<file path="src/hw/rtl/lssf_pkg.sv">
// Shared types, codes and defaults for the LED scan and flash sequencer.
package lssf_pkg;

    localparam int NUM_LEDS_DEF    = 10;
    localparam int FLASH_COUNT_DEF = 10;

    localparam int KIND_W  = 4;
    localparam int IDX_W   = 4;
    localparam int SPEED_W = 4;
    localparam int DWELL_W = 7;
    localparam int MODE_W  = 2;

    localparam logic [SPEED_W-1:0] MAX_SPEED  = 4'd9;
    localparam logic [DWELL_W-1:0] DWELL_BASE = 7'd100;

    localparam logic [KIND_W-1:0] KIND_TICK      = 4'd0;
    localparam logic [KIND_W-1:0] KIND_SET_SPEED = 4'd1;
    localparam logic [KIND_W-1:0] KIND_INC_SPEED = 4'd2;
    localparam logic [KIND_W-1:0] KIND_DEC_SPEED = 4'd3;
    localparam logic [KIND_W-1:0] KIND_SCAN      = 4'd4;
    localparam logic [KIND_W-1:0] KIND_FLASH     = 4'd5;
    localparam logic [KIND_W-1:0] KIND_ALL_ON    = 4'd6;
    localparam logic [KIND_W-1:0] KIND_ALL_OFF   = 4'd7;
    localparam logic [KIND_W-1:0] KIND_LED_ON    = 4'd8;
    localparam logic [KIND_W-1:0] KIND_LED_OFF   = 4'd9;

    localparam logic [MODE_W-1:0] MODE_IDLE  = 2'd0;
    localparam logic [MODE_W-1:0] MODE_SCAN  = 2'd1;
    localparam logic [MODE_W-1:0] MODE_FLASH = 2'd2;

    typedef struct packed {
        logic [KIND_W-1:0]  kind;
        logic [IDX_W-1:0]   led_index;
        logic [SPEED_W-1:0] speed_value;
    } item_t;

    typedef struct packed {
        logic               done;
        logic               busy;
        logic [SPEED_W-1:0] speed;
    } status_t;

endpackage

</file>
<file path="src/hw/rtl/lssf_engine.sv">
// Sequencer state and next-state logic for one command or tick.
module lssf_engine #(
    parameter int NUM_LEDS    = lssf_pkg::NUM_LEDS_DEF,
    parameter int FLASH_COUNT = lssf_pkg::FLASH_COUNT_DEF
) (
    input  logic                  clk,
    input  logic                  rst_n,
    input  logic                  step_en,
    input  lssf_pkg::item_t       item,
    output logic [NUM_LEDS-1:0]   leds,
    output lssf_pkg::status_t     status
);
    import lssf_pkg::*;

    localparam int SCAN_STEPS  = 2 * NUM_LEDS + 1;
    localparam int FLASH_STEPS = 2 * FLASH_COUNT;
    localparam int MAX_STEPS   = (SCAN_STEPS > FLASH_STEPS) ? SCAN_STEPS : FLASH_STEPS;
    localparam int STEP_W      = $clog2(MAX_STEPS + 1);

    localparam logic [STEP_W-1:0] SCAN_TOTAL  = STEP_W'(SCAN_STEPS);
    localparam logic [STEP_W-1:0] FLASH_TOTAL = STEP_W'(FLASH_STEPS);
    localparam logic [STEP_W-1:0] LED_LIMIT   = STEP_W'(NUM_LEDS);
    localparam logic [STEP_W-1:0] TURN_POINT  = STEP_W'(2 * NUM_LEDS);
    localparam logic [IDX_W:0]    IDX_LIMIT   = (IDX_W + 1)'(NUM_LEDS);

    logic [NUM_LEDS-1:0] lamps_reg,      lamps_next;
    logic [SPEED_W-1:0]  speed_reg,      speed_next;
    logic [MODE_W-1:0]   mode_reg,       mode_next;
    logic [STEP_W-1:0]   step_reg,       step_next;
    logic [DWELL_W-1:0]  dwell_left_reg, dwell_left_next;
    logic [DWELL_W-1:0]  dwell_len_reg,  dwell_len_next;

    logic                busy;
    logic                done;
    logic [DWELL_W-1:0]  speed_ext;
    logic [DWELL_W-1:0]  dwell_new;
    logic [DWELL_W-1:0]  dwell_dec;
    logic [STEP_W-1:0]   step_inc;
    logic [STEP_W-1:0]   step_total;

    function automatic logic [NUM_LEDS-1:0] pos_bit(input logic [STEP_W-1:0] pos);
        logic [NUM_LEDS-1:0] r;
        r = '0;
        if (pos < LED_LIMIT)
        begin
            r = NUM_LEDS'(1) << pos;
        end
        return r;
    endfunction

    function automatic logic [NUM_LEDS-1:0] idx_bit(input logic [IDX_W-1:0] idx);
        logic [NUM_LEDS-1:0] r;
        r = '0;
        if ({1'b0, idx} < IDX_LIMIT)
        begin
            r = NUM_LEDS'(1) << idx;
        end
        return r;
    endfunction

    function automatic logic [NUM_LEDS-1:0] step_lamps(
        input logic [MODE_W-1:0]   m,
        input logic [STEP_W-1:0]   k,
        input logic [NUM_LEDS-1:0] l
    );
        logic [NUM_LEDS-1:0] r;
        logic [STEP_W-1:0]   j;
        r = l;
        j = TURN_POINT - k;
        if (m == MODE_SCAN)
        begin
            if (k < LED_LIMIT)
            begin
                r = l | pos_bit(k);
                if (k != '0)
                begin
                    r = r & ~pos_bit(k - 1'b1);
                end
            end
            else if (k > LED_LIMIT)
            begin
                r = (l | pos_bit(j)) & ~pos_bit(j + 1'b1);
            end
        end
        else if (m == MODE_FLASH)
        begin
            r = k[0] ? '0 : '1;
        end
        return r;
    endfunction

    always_comb
    begin
        busy       = (mode_reg != MODE_IDLE);
        done       = 1'b0;
        speed_ext  = DWELL_W'(speed_reg);
        dwell_new  = DWELL_BASE - ((speed_ext << 3) + (speed_ext << 1));
        dwell_dec  = (dwell_left_reg != '0) ? dwell_left_reg - 1'b1 : dwell_left_reg;
        step_inc   = step_reg + 1'b1;
        step_total = (mode_reg == MODE_SCAN) ? SCAN_TOTAL : FLASH_TOTAL;

        lamps_next      = lamps_reg;
        speed_next      = speed_reg;
        mode_next       = mode_reg;
        step_next       = step_reg;
        dwell_left_next = dwell_left_reg;
        dwell_len_next  = dwell_len_reg;

        case (item.kind)
            KIND_TICK:
            begin
                if (busy)
                begin
                    dwell_left_next = dwell_dec;
                    if (dwell_dec == '0)
                    begin
                        if (step_inc >= step_total)
                        begin
                            mode_next = MODE_IDLE;
                            step_next = '0;
                            done      = 1'b1;
                        end
                        else
                        begin
                            step_next       = step_inc;
                            dwell_left_next = dwell_len_reg;
                            lamps_next      = step_lamps(mode_reg, step_inc, lamps_reg);
                        end
                    end
                end
            end
            KIND_SET_SPEED:
            begin
                speed_next = (item.speed_value > MAX_SPEED) ? MAX_SPEED : item.speed_value;
            end
            KIND_INC_SPEED:
            begin
                if (speed_reg < MAX_SPEED)
                begin
                    speed_next = speed_reg + 1'b1;
                end
            end
            KIND_DEC_SPEED:
            begin
                if (speed_reg != '0)
                begin
                    speed_next = speed_reg - 1'b1;
                end
            end
            KIND_SCAN, KIND_FLASH:
            begin
                if (!busy)
                begin
                    mode_next       = (item.kind == KIND_SCAN) ? MODE_SCAN : MODE_FLASH;
                    step_next       = '0;
                    dwell_len_next  = dwell_new;
                    dwell_left_next = dwell_new;
                    lamps_next      = step_lamps(mode_next, '0, lamps_reg);
                end
            end
            KIND_ALL_ON:
            begin
                if (!busy)
                begin
                    lamps_next = '1;
                end
            end
            KIND_ALL_OFF:
            begin
                if (!busy)
                begin
                    lamps_next = '0;
                end
            end
            KIND_LED_ON:
            begin
                if (!busy)
                begin
                    lamps_next = lamps_reg | idx_bit(item.led_index);
                end
            end
            KIND_LED_OFF:
            begin
                if (!busy)
                begin
                    lamps_next = lamps_reg & ~idx_bit(item.led_index);
                end
            end
            default:
            begin
            end
        endcase
    end

    always_ff @(posedge clk or negedge rst_n)
    begin
        if (!rst_n)
        begin
            lamps_reg      <= '0;
            speed_reg      <= '0;
            mode_reg       <= MODE_IDLE;
            step_reg       <= '0;
            dwell_left_reg <= '0;
            dwell_len_reg  <= DWELL_BASE;
        end
        else if (step_en)
        begin
            lamps_reg      <= lamps_next;
            speed_reg      <= speed_next;
            mode_reg       <= mode_next;
            step_reg       <= step_next;
            dwell_left_reg <= dwell_left_next;
            dwell_len_reg  <= dwell_len_next;
        end
    end

    assign leds         = lamps_next;
    assign status.done  = done;
    assign status.busy  = (mode_next != MODE_IDLE);
    assign status.speed = speed_next;

endmodule

</file>
<file path="src/hw/rtl/led_scan_flash_sequencer.sv">
// Top level of the LED scan and flash sequencer: input stage, engine, result stage.
//
// Slave stream (s_*): one transaction per command or 1 ms tick. tuser carries the
// command kind, tdata carries the LED index and the speed value.
// Master stream (m_*): exactly one result transaction per input transaction, in
// order, carrying the lamp register, the speed level, busy and done after the item.
// Flow: an accepted transaction is held in the input register, is evaluated by
// the engine and lands in the result register once that register is empty or
// draining, and its result is then offered from there.
// Throughput: one transaction per cycle while m_tready is high; the registered engine
// update of the sequencer state is the only loop.
// Reset: all lamps off, speed 0, no sequence running, latched dwell 100 ticks;
// both stages empty.
// Stall: while m_tready is low the result register holds, the input register
// still takes one more transaction, then s_tready drops until the result drains.
module led_scan_flash_sequencer #(
    parameter int NUM_LEDS    = lssf_pkg::NUM_LEDS_DEF,
    parameter int FLASH_COUNT = lssf_pkg::FLASH_COUNT_DEF,
    parameter int OUT_W       = ((NUM_LEDS + 6 + 7) / 8) * 8
) (
    input  logic             clk,
    input  logic             rst_n,
    input  logic             s_tvalid,
    output logic             s_tready,
    input  logic [7:0]       s_tdata,   // [3:0] led_index, [7:4] speed_value
    input  logic [3:0]       s_tuser,   // [3:0] kind
    output logic             m_tvalid,
    input  logic             m_tready,
    output logic [OUT_W-1:0] m_tdata    // leds, speed (4), busy_res, done_res, zero pad
);
    import lssf_pkg::*;

    logic                in_valid_reg,  in_valid_next;
    item_t               in_item_reg;
    logic                out_valid_reg, out_valid_next;
    logic [NUM_LEDS-1:0] out_leds_reg;
    status_t             out_status_reg;

    logic                advance;
    logic                s_accept;
    item_t               s_item;
    logic [NUM_LEDS-1:0] eng_leds;
    status_t             eng_status;

    assign s_item.kind        = s_tuser[3:0];
    assign s_item.led_index   = s_tdata[3:0];
    assign s_item.speed_value = s_tdata[7:4];

    assign advance  = in_valid_reg && (!out_valid_reg || m_tready);
    assign s_tready = !in_valid_reg || advance;
    assign s_accept = s_tvalid && s_tready;

    lssf_engine #(
        .NUM_LEDS    (NUM_LEDS),
        .FLASH_COUNT (FLASH_COUNT)
    ) u_engine (
        .clk     (clk),
        .rst_n   (rst_n),
        .step_en (advance),
        .item    (in_item_reg),
        .leds    (eng_leds),
        .status  (eng_status)
    );

    always_comb
    begin
        in_valid_next  = s_accept ? 1'b1 : (advance ? 1'b0 : in_valid_reg);
        out_valid_next = advance ? 1'b1 : (m_tready ? 1'b0 : out_valid_reg);
    end

    always_ff @(posedge clk or negedge rst_n)
    begin
        if (!rst_n)
        begin
            in_valid_reg  <= 1'b0;
            out_valid_reg <= 1'b0;
        end
        else
        begin
            in_valid_reg  <= in_valid_next;
            out_valid_reg <= out_valid_next;
        end
    end

    always_ff @(posedge clk)
    begin
        if (s_accept)
        begin
            in_item_reg <= s_item;
        end
        if (advance)
        begin
            out_leds_reg   <= eng_leds;
            out_status_reg <= eng_status;
        end
    end

    assign m_tvalid = out_valid_reg;
    assign m_tdata  = OUT_W'({out_status_reg.done, out_status_reg.busy,
                              out_status_reg.speed, out_leds_reg});

    a_done_ends_busy: assert property (@(posedge clk) disable iff (!rst_n)
        out_valid_reg && out_status_reg.done |-> !out_status_reg.busy)
        else $error("done reported while a sequence still runs");

    a_speed_limit: assert property (@(posedge clk) disable iff (!rst_n)
        out_valid_reg |-> out_status_reg.speed <= MAX_SPEED)
        else $error("speed level above its limit");

    a_input_hold: assert property (@(posedge clk) disable iff (!rst_n)
        in_valid_reg && !advance |=> in_valid_reg && $stable(in_item_reg))
        else $error("input stage lost a pending transaction");

endmodule
</file>
<file path="config.mk">
export PLATFORM = sky130hd
export DESIGN_NAME = led_scan_flash_sequencer
export DESIGN_NICKNAME = d
export VERILOG_FILES = /design/src/hw/rtl/lssf_pkg.sv /design/src/hw/rtl/lssf_engine.sv /design/src/hw/rtl/led_scan_flash_sequencer.sv
export SDC_FILE = /design/constraint.sdc
export NUM_CORES = 1
export LEC_CHECK = 0
export BUFFER_PORTS_ARGS = -buffer_cell sky130_fd_sc_hd__buf_2
export CORE_ASPECT_RATIO = 1.1
export CORE_UTILIZATION = 30
export CTS_BUF_LIST = sky130_fd_sc_hd__clkbuf_2 sky130_fd_sc_hd__clkbuf_4 sky130_fd_sc_hd__clkbuf_8
export DETAILED_ROUTE_END_ITERATION = 12
export GPL_TIMING_DRIVEN = 0
export MAX_ROUTING_LAYER = met4
export PLACE_DENSITY = 0.55
export SYNTH_ARGS = -nofsm -noshare
export SYNTH_HDL_FRONTEND = slang
export SYNTH_SLANG_ARGS = --single-unit
</file>
<file path="constraint.sdc">
create_clock -name clk -period 5.06 [get_ports clk]
set_input_delay 0.506 -clock clk [delete_from_list [all_inputs] [get_ports clk]]
set_output_delay 0.506 -clock clk [all_outputs]
set_load 0.05 [all_outputs]
</file>
==> out/results.ini <==
[power_and_ir_drop]
clockPowerShare_pct = 19.0
pwr-share-seq_pct = 28.2
power_frac_comb_pct = 52.8
swShare_pct = 46.4
p_switching_mw = 1.35
finalPower_mw = 2.92
p_per_area_mw_per_mm2 = 485
vdd_ir_drop_max_v = 0.000217
leakagePower_nw = 2.28
intPower_mw = 1.56

[layout]
nFillCells = 1875
area_growth_pct = 13.3
regArea_sq_mm = 0.00175
finalNonFillerCells = 935
largest_reg_flops = 12
final_core_utilization_pct = 35.1
drive_above_1_share_pct = 11.8
multi_input_area_sq_mm = 0.00331
antenna_cells = 0
nets = 733

[placement]
dp_slack_ns = 0.864
portBuffers = 33
gp_congestion = 0.975
place_inst = 919
place_hpwl_um = 12400

[worst_setup_path]
cpLargestDelayFamily = adder cells
arrival_ns = 4.36
cpMostUsedCell = ha_1
ff2ff_setup_slack_ns = 0.78
critPathMaxStageDelay_ns = 0.48
cp_num_cells = 12
worstPathRequired_ns = 5.14
critPathSlowestCell = dfrtp_1
start_kind = flop
rr_worst_depth = 12
reg2reg_from = u_engine.step_reg[0]$_DFFE_PN0P_
critPathCaptureType = flop
cp.buffers_inverters = 3
worstReg2RegEnd = out_leds_reg[5]$_DFFE_PP_
crit_fanout = 9
critical_path_class = flop to flop
cp_cell_sequence = ha_1 -> ha_1 -> clkinv_1 -> ha_1 -> clkbuf_1 -> inv_1 -> nor3_1 -> o21a_1 -> a22o_1 -> a41oi_1 -> nor3_1 -> o22ai_1

[synth]
yosysWarningCount = 0
yosys.area.top_type = edfxtp_1
ys_top_cells_by_count = 63 x o21ai_0, 56 x nor2_1, 54 x nand2_1
yosysMostFrequentCell = o21ai_0
netlist_area_sq_mm = 0.00531
ys_seq_elements = 64
ys_top_cells_by_area = edfxtp_1 16%, dfrtp_1 16%, o21ai_0 5.9%
synth_edf_count = 28
seq_area_frac_synth_pct = 32.9
yosys.area.top_type_share_pct = 15.8
synth.net_count = 689
syn_area_per_cell_sq_um = 8.14
syn_inst = 652
synthArstFlopShare_pct = 56.3
synth_cell_types = 78
synth_top_flop_cell = dfrtp_1

[sta]
setup_violations = 0
skew_ns = 0.0154
finalHoldViolations = 0
fmax_mhz = 234
setup_ws_ns = 0.781
post-route-period-util_pct = 84.6
min_period_ns = 4.28
timing.setup.tns_ns = 0
slew_headroom_pct = 37.5
rsz0062_at_grt = no
worst_pin_slew_ns = 0.937
drv_slew = 0

[route]
drc = 0
drtIter0Drc = 446
dr_wl_met3_um = 820
met2WireLength_um = 7890
vias = 5306
wl_um = 16800
top_layer_used = met4
postRouteAntennaNets = 0
post_drt_wl_per_cell_um = 18.0
wl_met1_um = 7670
vias_per_cell = 5.67
drt-pass1-iter-count = 6

[global_routing]
grt_pass1_wl_um = 26900
grt_pass1_vias = 5040
antenna_found_initial = 0
overflow = 0
track_usage_pct = 19.5
grt_max_degree = 37

[status]
outcome = finished, final reports clean

[die]
core_area_sq_mm = 0.0171
die_w_um = 129
design.die.area_sq_mm = 0.0182
die_h_um = 142
num_rows = 50
initial_core_util_pct = 31.0
io_pins = 34

[run]
max_cap_violations = 0

[clocking]
cts_setup_buffers = 0
clk_pin_slew_ns = 0.08
h-tree-depth = 3
cts_tree = yes
cts_made_buffers = 9
root_buffer = clkbuf_8
postCtsHoldBufs = 0
clock-sinks = 64
cts_resized = 0
clk_path_buf_depth = 2
insertion_delay_ns = 0.36

[hold_path]
min_path_type = primary input to async pin

[worst max path at each step]
| stage | start | endpoint |
|---|---|---|
| final | u_engine.step_reg[0]$_DFFE_PN0P_ | out_leds_reg[5]$_DFFE_PP_ |
| after global routing | u_engine.step_reg[0]$_DFFE_PN0P_ | out_leds_reg[3]$_DFFE_PP_ |
| after CTS | u_engine.step_reg[0]$_DFFE_PN0P_ | out_leds_reg[5]$_DFFE_PP_ |
| after detailed placement | u_engine.step_reg[0]$_DFFE_PN0P_ | out_leds_reg[5]$_DFFE_PP_ |
| after global placement | u_engine.step_reg[0]$_DFFE_PN0P_ | out_leds_reg[3]$_DFFE_PP_ |
| after floorplan | u_engine.step_reg[0]$_DFFE_PN0P_ | out_leds_reg[3]$_DFFE_PP_ |
[layer usage]
metal / track usage, % / vias to the layer above
li1: - / 2540
met1: 24.8 / 2547
met2: 31.0 / 182
met3: 3.47 / 37
met4: 7.06 / 0
met5: - / -
[power by group through the flow]
stage               Clock [mW]  Sequential, mW  Combinational, mW
global route             0.588           0.842               1.70
detailed placement           0           0.828               1.51
global placement             0           0.828               1.51
floorplan                    0           0.872               1.05
finish                   0.553           0.823               1.54
CTS                      0.566           0.819               1.52
[cells by family (layout without fill, tap and decap cells)]
group                    Yosys count  count (layout)  share of synthesized area [%]
AO/OA/AOI/OAI                    239             239                           29.9
AND/OR/NAND/NOR                  237             237                           22.8
buffers and inverters             66             115                           4.81
flip-flops                        64              64                           32.9
adder cells (fa/ha/maj)           21              21                           4.95
XOR/XNOR                          16              16                           2.90
multiplexers                       9               9                           1.77
[worst reg2reg max path, delay by kind of cell, from the launching register on]
kind | cells | cell delay [ns]
buffers and inverters | 3 | 0.75
AOI/OAI and AO/OA | 4 | 0.91
DFF | 1 | 0.48
and+or+nand+nor | 2 | 0.71
adders and majority gates | 3 | 1.15
[through the flow]
| step | hold WS (ns) | instance area [sq um] |
|---|---|---|
| finish | 0.290 | 6020 |
| global route | 0.314 | 6020 |
| CTS | 0.312 | 6010 |
| detailed placement | 0.475 | 5770 |
| global placement | 0.463 | 5770 |
| floorplan | 0.210 | 5310 |
[placed cells by master, fill, tap and decap left out, drive strengths merged, types with 6 or more instances in the layout]
master / netlist / layout
nand2b: 20 / 20
o31ai: 9 / 9
o21a: 7 / 7
or3: 10 / 10
a211oi: 8 / 8
and3: 6 / 6
o21ai: 68 / 68
o22ai: 9 / 9
mux2i: 6 / 6
inv: 21 / 21
nor3: 26 / 26
a22oi: 7 / 7
clkbuf: 32 / 43
a31oi: 13 / 13
nor2b: 6 / 6
or2: 7 / 7
nor2: 56 / 56
a21o: 9 / 9
nor4: 6 / 6
nand2: 54 / 54
dfrtp: 33 / 33
xnor2: 10 / 10
nand4: 8 / 8
buf: 11 / 44
and2: 6 / 6
edfxtp: 28 / 28
a21oi: 51 / 51
a221oi: 8 / 8
nand3: 18 / 18
ha: 21 / 21
[layout make-up]
type	count	area share, %
sequential	64	29.0
tap	234	4.87
clock inverter	5	1.73
multi-input combinational	522	55.0
timing repair buffer	33	2.75
buffer	43	2.83
clock buffer	11	2.41
inverter	23	1.44
Power figures use the tool's default switching activity.
